**src/rtl/tfp_pkg.sv**
```systemverilog
// Package for the telemetry frame parser.
// Holds field widths, configuration register indexes and default parameter values.
// No dependencies.
`default_nettype none

package tfp_pkg;

    localparam int BYTE_W      = 8;
    localparam int VALUE_W     = 16;
    localparam int PLEN_W      = 6;
    localparam int FCOUNT_W    = 7;
    localparam int CFG_INDEX_W = 2;
    localparam int CFG_DATA_W  = 8;
    localparam int PAYLOAD_KEPT = 6;

    localparam int FRAME_LIMIT_DEFAULT = 64;

    localparam logic [CFG_INDEX_W-1:0] CFG_HEADER_VALUE   = 2'd0;
    localparam logic [CFG_INDEX_W-1:0] CFG_CHECKSUM_SEED  = 2'd1;
    localparam logic [CFG_INDEX_W-1:0] CFG_EXPECTED_LEN   = 2'd2;
    localparam logic [CFG_INDEX_W-1:0] CFG_MAX_FRAME      = 2'd3;

    localparam logic [PLEN_W-1:0]   EXPECTED_LEN_RESET = 6'd6;
    localparam logic [FCOUNT_W-1:0] MAX_FRAME_RESET    = 7'd64;

    typedef logic [BYTE_W-1:0] byte_t;

endpackage : tfp_pkg

`default_nettype wire

```
**src/rtl/telemetry_frame_parser.sv**
```systemverilog
// Top level of the telemetry frame parser: byte-serial parser for XOR-checksummed frames.
// Depends on tfp_pkg for widths, register indexes and defaults.
`default_nettype none

// The parser takes one received byte per clock, sustaining one byte per cycle
// unless a held result stalls it. A byte is held in an input register; from there
// it updates the frame state and, when it completes a frame with a good checksum,
// loads the result register. The result register separates the two sides: one
// more byte can enter the input register while a result waits to be taken, and
// the input stalls only when a byte waits in the input register while the result
// is still held. Configuration may be written only while idle.
module telemetry_frame_parser
#(
    parameter int FRAME_LIMIT = tfp_pkg::FRAME_LIMIT_DEFAULT
)
(
    input  wire logic                            clk,
    input  wire logic                            rst_n,

    input  wire logic                            cfg_write,
    input  wire logic [tfp_pkg::CFG_INDEX_W-1:0] cfg_index,
    input  wire logic [tfp_pkg::CFG_DATA_W-1:0]  cfg_data,

    input  wire logic                            in_valid,
    output      logic                            in_ready,
    input  wire logic [tfp_pkg::BYTE_W-1:0]      rx_byte,

    output      logic                            out_valid,
    input  wire logic                            out_ready,
    output      logic [tfp_pkg::VALUE_W-1:0]     voltage_tenths,
    output      logic [tfp_pkg::VALUE_W-1:0]     current_tenths,
    output      logic [tfp_pkg::VALUE_W-1:0]     temperature_tenths,
    output      logic [tfp_pkg::BYTE_W-1:0]      source_device,
    output      logic [tfp_pkg::BYTE_W-1:0]      command_code
);

    import tfp_pkg::*;

    localparam int LIMIT_W = $clog2(FRAME_LIMIT + 1);
    localparam int CMP_W   = (LIMIT_W > FCOUNT_W) ? LIMIT_W : FCOUNT_W;
    localparam logic [CMP_W-1:0] LIMIT_C = CMP_W'(FRAME_LIMIT);

    typedef enum logic [2:0] {
        PH_HEADER,
        PH_CSUM,
        PH_DEVICE,
        PH_COMMAND,
        PH_LEN_LO,
        PH_LEN_HI,
        PH_PAYLOAD
    } phase_t;

    byte_t               header_value_reg;
    byte_t               checksum_seed_reg;
    logic [PLEN_W-1:0]   expected_len_reg;
    logic [FCOUNT_W-1:0] max_frame_reg;

    logic  in_full_reg;
    byte_t in_byte_reg;

    phase_t              phase_reg, phase_next;
    logic [FCOUNT_W-1:0] fcount_reg, fcount_next;
    logic [PLEN_W-1:0]   pcount_reg, pcount_next;
    byte_t               xor_reg, xor_next;
    byte_t               csum_reg, csum_next;
    byte_t               device_reg, device_next;
    byte_t               command_reg, command_next;
    byte_t               len_lo_reg, len_lo_next;
    byte_t               payload_reg  [PAYLOAD_KEPT];
    byte_t               payload_next [PAYLOAD_KEPT];

    logic  out_valid_reg;
    logic  [VALUE_W-1:0] volt_reg, curr_reg, temp_reg;
    byte_t src_reg, cmd_reg;

    logic emit;
    logic step;

    assign step     = in_full_reg && (!out_valid_reg || out_ready);
    assign in_ready = !in_full_reg || step;

    always_ff @(posedge clk or negedge rst_n)
    begin
        if (!rst_n)
        begin
            header_value_reg  <= '0;
            checksum_seed_reg <= '0;
            expected_len_reg  <= EXPECTED_LEN_RESET;
            max_frame_reg     <= MAX_FRAME_RESET;
        end
        else if (cfg_write)
        begin
            case (cfg_index)
                CFG_HEADER_VALUE:  header_value_reg  <= cfg_data;
                CFG_CHECKSUM_SEED: checksum_seed_reg <= cfg_data;
                CFG_EXPECTED_LEN:  expected_len_reg  <= cfg_data[PLEN_W-1:0];
                CFG_MAX_FRAME:     max_frame_reg     <= cfg_data[FCOUNT_W-1:0];
                default:           ;
            endcase
        end
    end

    always_comb
    begin
        logic [CMP_W-1:0] max_ext;
        logic [CMP_W-1:0] limit;
        logic             again;
        byte_t            b;

        b       = in_byte_reg;
        max_ext = CMP_W'(max_frame_reg);
        limit   = (max_ext > LIMIT_C) ? LIMIT_C : max_ext;

        phase_next   = phase_reg;
        fcount_next  = fcount_reg + 1'b1;
        pcount_next  = pcount_reg;
        xor_next     = xor_reg;
        csum_next    = csum_reg;
        device_next  = device_reg;
        command_next = command_reg;
        len_lo_next  = len_lo_reg;
        payload_next = payload_reg;
        emit         = 1'b0;
        again        = (CMP_W'(fcount_next) >= limit);

        case (phase_reg)
            PH_CSUM:
            begin
                csum_next  = b;
                phase_next = PH_DEVICE;
            end
            PH_DEVICE:
            begin
                device_next = b;
                xor_next    = xor_reg ^ b;
                phase_next  = PH_COMMAND;
            end
            PH_COMMAND:
            begin
                command_next = b;
                xor_next     = xor_reg ^ b;
                phase_next   = PH_LEN_LO;
            end
            PH_LEN_LO:
            begin
                len_lo_next = b;
                xor_next    = xor_reg ^ b;
                phase_next  = PH_LEN_HI;
            end
            PH_LEN_HI:
            begin
                xor_next = xor_reg ^ b;
                if (b == '0 && len_lo_reg == BYTE_W'(expected_len_reg))
                begin
                    phase_next = PH_PAYLOAD;
                end
                else
                begin
                    again = 1'b1;
                end
            end
            PH_PAYLOAD:
            begin
                xor_next = xor_reg ^ b;
                for (int i = 0; i < PAYLOAD_KEPT; i++)
                begin
                    if (pcount_reg == PLEN_W'(i))
                    begin
                        payload_next[i] = b;
                    end
                end
                pcount_next = pcount_reg + 1'b1;
                if (pcount_next >= expected_len_reg)
                begin
                    emit  = ((xor_next ^ checksum_seed_reg) == csum_reg);
                    again = 1'b1;
                end
            end
            default:
            begin
                xor_next = '0;
                if (b == header_value_reg)
                begin
                    phase_next = PH_CSUM;
                end
                else
                begin
                    again = 1'b1;
                end
            end
        endcase

        if (again)
        begin
            phase_next  = PH_HEADER;
            fcount_next = '0;
            pcount_next = '0;
            xor_next    = '0;
        end
    end

    always_ff @(posedge clk or negedge rst_n)
    begin
        if (!rst_n)
        begin
            in_full_reg   <= 1'b0;
            out_valid_reg <= 1'b0;
            phase_reg     <= PH_HEADER;
            fcount_reg    <= '0;
            pcount_reg    <= '0;
            xor_reg       <= '0;
            csum_reg      <= '0;
            device_reg    <= '0;
            command_reg   <= '0;
            len_lo_reg    <= '0;
        end
        else
        begin
            if (in_ready)
            begin
                in_full_reg <= in_valid;
            end
            if (step && emit)
            begin
                out_valid_reg <= 1'b1;
            end
            else if (out_valid_reg && out_ready)
            begin
                out_valid_reg <= 1'b0;
            end
            if (step)
            begin
                phase_reg   <= phase_next;
                fcount_reg  <= fcount_next;
                pcount_reg  <= pcount_next;
                xor_reg     <= xor_next;
                csum_reg    <= csum_next;
                device_reg  <= device_next;
                command_reg <= command_next;
                len_lo_reg  <= len_lo_next;
            end
        end
    end

    always_ff @(posedge clk)
    begin
        if (in_valid && in_ready)
        begin
            in_byte_reg <= rx_byte;
        end
        if (step)
        begin
            payload_reg <= payload_next;
            if (emit)
            begin
                volt_reg <= {payload_next[1], payload_next[0]};
                curr_reg <= {payload_next[3], payload_next[2]};
                temp_reg <= {payload_next[5], payload_next[4]};
                src_reg  <= device_reg;
                cmd_reg  <= command_reg;
            end
        end
    end

    assign out_valid          = out_valid_reg;
    assign voltage_tenths     = volt_reg;
    assign current_tenths     = curr_reg;
    assign temperature_tenths = temp_reg;
    assign source_device      = src_reg;
    assign command_code       = cmd_reg;

endmodule : telemetry_frame_parser

`default_nettype wire

```
**config.mk**
```make
export PLATFORM = sky130hd
export DESIGN_NAME = telemetry_frame_parser
export DESIGN_NICKNAME = d
export VERILOG_FILES = /design/src/rtl/tfp_pkg.sv /design/src/rtl/telemetry_frame_parser.sv
export SDC_FILE = /design/constraint.sdc
export NUM_CORES = 1
export LEC_CHECK = 0
export BUFFER_PORTS_ARGS = -buffer_cell sky130_fd_sc_hd__buf_2
export CORE_MARGIN = 2
export CORE_UTILIZATION = 44
export CTS_BUF_LIST = sky130_fd_sc_hd__clkbuf_2 sky130_fd_sc_hd__clkbuf_4 sky130_fd_sc_hd__clkbuf_8
export CTS_CLUSTER_DIAMETER = 120
export DETAILED_ROUTE_END_ITERATION = 16
export PLACE_DENSITY = 0.67
export SLEW_MARGIN = 20
export SYNTH_ARGS = -nofsm -noshare
export SYNTH_HDL_FRONTEND = slang
export SYNTH_SLANG_ARGS = --single-unit
```
**constraint.sdc**
```tcl
create_clock -name clk -period 6.8 [get_ports clk]
set_input_delay 0.68 -clock clk [delete_from_list [all_inputs] [get_ports clk]]
set_output_delay 0.68 -clock clk [all_outputs]
set_load 0.02 [all_outputs]
```
### Yosys cells after proc, flatten, opt, wreduce, memory -nomap -nowiden

Index checks and enable logic that the tools add are counted.

| word-level totals | value |
|---|---|
| flip-flop bits (word level) | 207 |
| output and inout bits | 66 |
| logic and storage cells | 107 |

| cells by class | value |
|---|---|
| add/subtract/negate cells | 2 |
| $lt $le $gt $ge | 3 |
| equality and inequality tests | 20 |
| mux-type cells | 25 |
| bitwise gates (word level) | 2 |
| reductions and logical operators | 29 |

Operators by type and width:

| kind | count |
|---|---|
| 8-bit 2-to-1 mux | 7 |
| 48-bit 2-to-1 mux | 1 |
| 2-bit AND reduction | 11 |
| 3-bit one-hot mux with 6 select lines | 1 |
| 8-bit == test | 2 |
| 8-bit one-hot mux with 2 select lines | 1 |
| 8-bit bitwise XOR | 2 |
| 7-bit 2-to-1 mux | 2 |
| 6-bit by 2-bit == test with 1-bit output (second input constant) | 2 |
| 6-bit by 3-bit == test with 1-bit output (second input constant) | 2 |
| 6-bit 2-to-1 mux | 2 |
| 3-bit == test (second input constant) | 3 |
| 3-bit 2-to-1 mux | 3 |
| 8-bit by 6-bit == test with 1-bit output | 1 |
| 8-bit zero test | 1 |
| 7-bit by 1-bit adder with 7-bit output (second input constant) | 1 |
| 7-bit >= comparator | 1 |
| 7-bit greater-than comparator (second input constant) | 1 |
| 1-bit 2-to-1 mux | 7 |
| 7-bit nonzero test | 1 |
| 6-bit by 1-bit adder with 6-bit output (second input constant) | 1 |
| 3-bit by 2-bit == test with 1-bit output (second input constant) | 2 |
| 6-bit by 1-bit == test with 1-bit output (second input constant) | 1 |
| 6-bit >= comparator | 1 |
| 15 further kinds | 24 |

### Longest topological paths before layout

Gate-level depths: netlist (run 1).

| depth | value |
|---|---|
| depth in word-level cells | 7 |
| depth in mapped cells | 12 |
| depth with buffers taken out | 10 |

### Worst setup path before layout (run 1)

No wires, ideal clock.

| timing | value |
|---|---|
| kind | reg2reg |
| start point | register pcount_reg[2] |
| end point | register cmd_reg[0] (netlist: command_code[0]) (enable) |
| library setup time | 0.486 ns |
| data arrival time | 4.555 ns |
| data required time | 6.314 ns |
| setup slack | 1.758 ns |
| cell stages (with the launch flop) | 11 |
| path through | dfrtp_1 -> clkbuf_1 -> inv_1 -> nor3_1 -> nand3_1 -> xnor2_1 -> ha_1 -> nand4_1 -> a21o_1 -> buf_2 -> nor2_1 |

| on the way | value |
|---|---|
| cells in the longest elaborated chain, start to end | 5 |

Ends and longest elaborated chain:

| element | RTL line | text |
|---|---|---|
| start, declared | telemetry_frame_parser.sv:63 | `logic [PLEN_W-1:0] pcount_reg, pcount_next;` |
| start signal, assigned | telemetry_frame_parser.sv:235 | `pcount_reg <= pcount_next;` |
| 6-bit by 1-bit adder with 6-bit output | telemetry_frame_parser.sv:172 | `pcount_next = pcount_reg + 1'b1;` |
| 6-bit >= comparator | telemetry_frame_parser.sv:173 | `if (pcount_next >= expected_len_reg)` |
| 1-bit 2-to-1 mux | telemetry_frame_parser.sv:173 |  |
| 1-bit 2-to-1 mux | telemetry_frame_parser.sv:126 | `case (phase_reg)` |
| 2-bit AND reduction (no line) | -- |  |
| end signal, assigned | telemetry_frame_parser.sv:260 | `cmd_reg <= command_reg;` |
| end, declared | telemetry_frame_parser.sv:74 | `byte_t src_reg, cmd_reg;` |

No other way between the ends.
A chain may end at the register's enable or synchronous reset.

### Worst setup path in the final report (run 1)

| timing | value |
|---|---|
| start point | register pcount_reg[2] |
| end point | register src_reg[0] (netlist: source_device[0]) (enable) |

| on the way | value |
|---|---|
| cells in the longest elaborated chain, start to end | 5 |

Ends and longest elaborated chain:

| element | RTL line | text |
|---|---|---|
| 6-bit by 1-bit adder with 6-bit output | telemetry_frame_parser.sv:172 |  |
| 6-bit >= comparator | telemetry_frame_parser.sv:173 |  |
| 1-bit 2-to-1 mux | telemetry_frame_parser.sv:173 |  |
| 1-bit 2-to-1 mux | telemetry_frame_parser.sv:126 |  |
| 2-bit AND reduction (no line) | -- |  |
| end signal, assigned | telemetry_frame_parser.sv:259 | `src_reg <= device_reg;` |
| end, declared | telemetry_frame_parser.sv:74 |  |

No other way between the ends.

==> results of run 1 <==
[report_power, final]
| part | switching [mW] | leakage (nW) | internal (mW) |
|---|---|---|---|
| sequential | 0.0788 | 2.26 | 1.44 |
| combinational | 0.116 | 1.47 | 0.141 |
| clock | 0.475 | 0.391 | 0.652 |
| total | 0.670 | 4.12 | 2.23 |
[through the flow]
step / util [%] / power (mW) / setup slack [ns] / area [sq um]
after floorplan: - / 1.71 / 1.76 / 8780
after global placement: 48.6 / 1.79 / 3.73 / 9490
after detailed placement: 48.6 / 1.81 / 3.56 / 9490
after CTS: 52.4 / 2.95 / 3.82 / 10200
after global routing: 52.4 / 3.04 / 3.56 / 10200
final: 52.4 / 2.90 / 3.79 / 10200
[metal layers]
layer	up-vias	routed length, um	share of wire [%]	track usage [%]
met4	0	337	1.9	5.74
li1	2389	-	-	-
met5	-	0	0	0
met3	27	930	5.2	3.58
met2	138	8890	50	29.4
met1	2616	7590	43	22.2
[cell type report]
| cell class | instances | area, sq um | share of cell area [%] |
|---|---|---|---|
| flip-flops and latches | 207 | 5780 | 56.5 |
| multi-input cells | 345 | 2820 | 27.6 |
| clock buffers | 56 | 696 | 6.80 |
| repair buffers | 94 | 492 | 4.80 |
| well taps | 265 | 332 | 3.24 |
| inverters | 16 | 60.1 | 0.587 |
| clock inverters | 8 | 46.3 | 0.452 |
| diodes | 1 | 2.50 | 0.0245 |
[worst max-delay path, cell delays in order, from the launching register on]
cell and delay, ns:
dfrtp_1 0.44, inv_1 0.10, nor3_1 0.33, nand3_1 0.14, xnor2_1 0.16, ha_1 0.30
nand4_1 0.09, a21o_1 0.24, nor2_4 0.11, buf_4 0.63
[cells by family (layout without fill, tap and decap cells)]
logic type,count (synthesis),in the layout,share of synthesized area [%]
XOR/XNOR,47,47,4.69
multiplexers,114,114,14.6
flip-flops,207,207,65.9
buffers and inverters,41,174,2.07
adder cells (fa/ha/maj),18,18,2.57
AO/OA/AOI/OAI,58,58,4.26
AND/OR/NAND/NOR,108,108,5.99
other,0,1,0
[cell usage in the layout (no fill, tap or decap), types with 5 or more instances in the layout]
cell type,instances
a21oi_1,8
a32o_1,8
buf_2,87
buf_4,6
clkbuf_4,12
clkbuf_8,44
dfrtp_1,84
edfxtp_1,120
ha_1,18
inv_1,15
mux2_2,105
mux2i_1,5
nand2_1,48
nand3_1,19
nand4_1,5
nor2_1,10
nor3_1,5
o21ai_0,21
o21ai_1,6
xnor2_1,36
xor2_1,11
[path summary, 6_finish.rpt]
| path | endpoint | slack, ns | depth (start not counted) |
|---|---|---|---|
| min in group clk | in_byte_reg[5] | 0.34 | 1 |
| min reg2reg | source_device[4] | 0.44 | 0 |
| max | source_device[0] | 3.79 | 9 |
| max reg2reg | source_device[0] | 3.79 | 9 |
| min | header_value_reg[2] | 0.22 | 1 |
| max in group asynchronous | device_reg[5] | 6.02 | 1 |
==> summary.txt, run 1 <==
Status
  – Status: complete, no violations

Critical path
  – Critical path class: reg -> reg
  – CP max FO: 64
  – Crit path launch: pcount_reg[2]
  – WP data required: between 6 and 7 ns
  – Worst r2r src: pcount_reg[2]
  – CP endpoint kind: flip-flop
  – Setup crit start kind: flip-flop
  – Arr. time, crit path: ~3.1 ns

Cells and area
  – Max reg flops: 48
  – Area Growth Syn to Fin: 16.6%
  – Layout cells sized above 1: 37.5%
  – Post-Layout Cell Count: around 990
  – Filler Cell Count: between 1500 and 2000
  – Final Net Count: 740

Global route
  – Initial antenna violation count: 0
  – Vias in the first global route: 5377
  – Largest net degree at the start of global routing: 88
  – Grt total ovfl: 0
  – Global-route wire length before repair: about 29 mm
  – Total GRT Usage: 17.3%

Yosys
  – EDFF count, synth: 120
  – Cells after Synth: approximately 590
  – Synth Flop Type: edfxtp_1
  – Share of flip-flops with an asynchronous set or reset: a little over two fifths
  – Dominant cell by count in the synthesized netlist: edfxtp_1
  – Post-synth top area share: about two fifths
  – Yosys Warn Count: 0
  – Distinct cells, synth: 43
  – Syn avg cell area: approximately 15 sq um
  – Synth Cell Area: just under 9000 sq um
  – Yosys reg bits: about 210
  – Synth top cells by count: 120 x edfxtp_1, 105 x mux2_2, 84 x dfrtp_1
  – Synth area leaders: edfxtp_1 41%, dfrtp_1 24%, mux2_2 13%
  – Post-Syn Nets: ~630
  – Area leader, netlist: edfxtp_1
  – Register area share after synthesis: around two thirds

Min path
  – Tightest Hold Check Type: in -> async

Routing
  – Vias per cell: 5.21
  – Final WL: 17.8 mm
  – DRT iter0 DRCs: around 280
  – Post-route ant nets: 0
  – # DRC: 0
  – Via count: around 5200
  – Wire per inst: 17.9 um
  – DR pass1 iterations: 4

STA
  – Worst Skew: 0.0181 ns
  – Max-slew violations: 0
  – Setup TNS: 0 ns
  – Least-Margin Pin Slew: about 0.87 ns
  – Max-slew headroom: between 40% and 50%
  – Minimum clock period: around 3 ns
  – Setup Viol. Count Final: 0
  – F_max: 332 MHz
  – Worst hold slack: around 0.22 ns
  – Final hold violations: 0
  – RSZ-0062 raised after global routing: no
  – Tcrit/Tclk final: 44.2%

Placement
  – IO Port Bufs: 88
  – Placed insts: ~900
  – Detailed Place HPWL: about 12 mm
  – Gpl congestion: ~0.75

Clock network
  – H-tree depth: 2
  – CTS buffer count: 35
  – CTS hold repair buffers: 0
  – CTS sink count: roughly 210
  – CTS tree: yes
  – CTS root buffer: clkbuf_8
  – Setup Fix Bufs, Post-CTS: 0
  – Clock slew at reported path FFs: about 0.060 ns
  – Post_cts resized: 0
  – Skew-Pair Late Insertion Delay: just over 0.5 ns
  – Deepest clock path buffer count: 3

Die
  – Core Rows: between 50 and 60
  – Die area: 21100 sq um
  – Die Width: roughly 150 um
  – CORE AREA: just under 20000 sq um
  – Io pins: just under 90
  – Initial core utilization: between 40 and 50%
  – Die height: about 150 um

Job
  – Max_cap viols: 0

Power and ir drop
  – Pwr dens: 284 nW/um^2
  – Maximum vdd ir drop: about 140 uV
  – Leak Pwr: 4.12 nW
(Power assumes the default switching activity.)
==> inputs of run 2 (changes only) <==
- PLACE_DENSITY: 0.67 -> 0.7
- clock period: 6.8 -> 2.4 ns (I/O delays scaled with it)
==> run 2 against run 1 <==
The flow now finishes with violations (setup timing). Core utilization rose by 4.6 points. Clock skew barely moved. Combinational power rose to 3.2 times the previous value. Critical path depth rose by 1. Critical endpoint is now pcount_reg[1]. Largest cell class unchanged.
==> summary.txt, run 2 (synthesis results as in run 1) <==
Routing
  – DRT iter0 DRCs: 375
  – DR pass1 iterations: 5
  – Final WL: ~20 mm
  – Vias per cell: about 5.3
  – Wire per inst: ~19 um
  – Post-route ant nets: 0
  – Via count: 5560
  – # DRC: 0

Clock network
  – H-tree depth: 2
  – CTS tree: yes
  – CTS root buffer: clkbuf_8
  – Skew-Pair Late Insertion Delay: 0.50 ns
  – Clock slew at reported path FFs: 0.06 ns
  – Deepest clock path buffer count: 3
  – CTS buffer count: 35
  – CTS sink count: 207

Die
  – Die area: about 21000 sq um
  – Die height: 145 um
  – CORE AREA: slightly below 20000 sq um
  – Core Rows: 51
  – Die Width: between 100 and 150 um
  – Io pins: 89
  – Initial core utilization: between 40% and 50%

Cells and area
  – Core Util, Final: roughly 57%
  – Most frequent cells in the layout: 120 x edfxtp_1, 105 x mux2_2, 87 x buf_2
  – Commonest non-fill, non-tap cell in the layout: edfxtp_1
  – Ant. Diodes: 0
  – Filler Cell Count: approximately 1600
  – Layout cells sized above 1: a little under half
  – Area Growth Syn to Fin: 26.8%
  – Final Net Count: roughly 800
  – Max reg flops: 48
  – Multi-input gate area: a little over 3000 sq um
  – Register area: ~5800 sq um

Min path
  – Tightest Hold Check Type: in -> reg
  – Hold depth: 2

Power and ir drop
  – Maximum vdd ir drop: 463 uV
  – Total power: between 8 and 9 mW
  – Leak Pwr: between 4 and 5 nW
  – Pwr dens: between 700 and 800 nW/um^2

STA
  – Max-slew headroom: a little under a third
  – Minimum clock period: 2.46 ns
  – Final hold violations: 0
  – Max-slew violations: 0
  – Post-layout worst setup margin: -0.0626 ns
  – Setup Viol. Count Final: 20
  – F_max: 406 MHz
  – RSZ-0062 raised after global routing: yes
  – Worst hold slack: roughly 0.055 ns
  – Setup TNS: -0.229 ns
  – Least-Margin Pin Slew: a little over 1 ns
  – Tcrit/Tclk final: 103%
  – Worst Skew: 0.0178 ns

Critical path
  – CP endpoint kind: flip-flop
  – Arr. time, crit path: ~2.9 ns
  – WP data required: 2.80 ns
  – Worst-case reg-to-reg path depth: 10
  – Setup crit start kind: flip-flop
  – Critical path class: reg -> reg
  – CP max FO: 6

Placement
  – Detailed Place HPWL: between 10 and 15 mm
  – Gpl congestion: ~0.83
  – IO Port Bufs: 88

Global route
  – Total GRT Usage: 18.7%
  – Grt total ovfl: 0
  – Initial antenna violation count: 0
  – Largest net degree at the start of global routing: a little under 90
  – Vias in the first global route: ~5700
  – Global-route wire length before repair: 31.1 mm

Job
  – Max_cap viols: 0

Status
  – Status: finished with violations
  – Violated checks: setup timing
## run 2: report_power, final
part / internal [mW] / leakage (nW) / switching [mW]
clock: 1.72 / 0.372 / 1.34
combinational: 0.445 / 1.91 / 0.384
sequential: 4.08 / 2.26 / 0.183
total: 6.25 / 4.54 / 1.91
## run 2: layout make-up
| class | count | share of cell area [%] |
|---|---|---|
| clock buffers | 53 | 5.82 |
| clock inverters | 10 | 0.382 |
| inverters | 16 | 0.585 |
| multi-input cells | 346 | 27.5 |
| flip-flops and latches | 207 | 52.0 |
| well taps | 265 | 2.98 |
| repair buffers | 157 | 10.7 |
## run 2: path summary, 6_finish.rpt
check	start	to	slack, ns
worst max register to register	fcount_reg[0]	pcount_reg[1]	-0.06
worst max-delay path	fcount_reg[0]	pcount_reg[1]	-0.06
min in group asynchronous	rst_n	header_value_reg[6]	0.31
max in group asynchronous	rst_n	expected_len_reg[1]	1.69
worst min-delay path	cfg_data[3]	checksum_seed_reg[3]	0.06
worst min register to register	command_reg[2]	command_code[2]	0.44
## run 2: what timing repair did
action | 4_1_cts | 5_1_grt
hold endpoints to repair | 97 | 0
endpoints found under the setup margin | 83 | 138
resized for setup | 23 | 38
cloned | 2 | 5
buffers inserted | 7 | 13
hold buffers | 12 | 0
pin swaps | 16 | 18
## run 2: metrics by stage
| step | setup WS [ns] | area (sq um) | instances |
|---|---|---|---|
| after global routing | -0.176 | 11100 | 1054 |
| final | -0.0626 | 11100 | 1054 |
| after global placement | 0.0108 | 9740 | 952 |
| after detailed placement | -0.175 | 9740 | 952 |
| after CTS | -0.00536 | 10800 | 1036 |
| after floorplan | -0.610 | 8830 | 593 |
## run 2: critical path, stage by stage, from the launching register on
cell,delay (ns)
dfrtp_1,0.42
ha_4,0.20
nand3_4,0.11
nor2_4,0.04
xor2_1,0.17
ha_1,0.32
o2111a_1,0.19
o31ai_2,0.09
o2111a_2,0.24
a21oi_4,0.28
mux2i_1,0.29
## run 2: per-layer routing
layer  vias to the layer above  track usage (%)  share of wire [%]
met2                       178             29.7                 48
li1                       2522                -                  -
met1                      2823             25.9                 44
met4                         0             6.32                2.1
met5                         -                0                  0
met3                        37             3.65                5.6
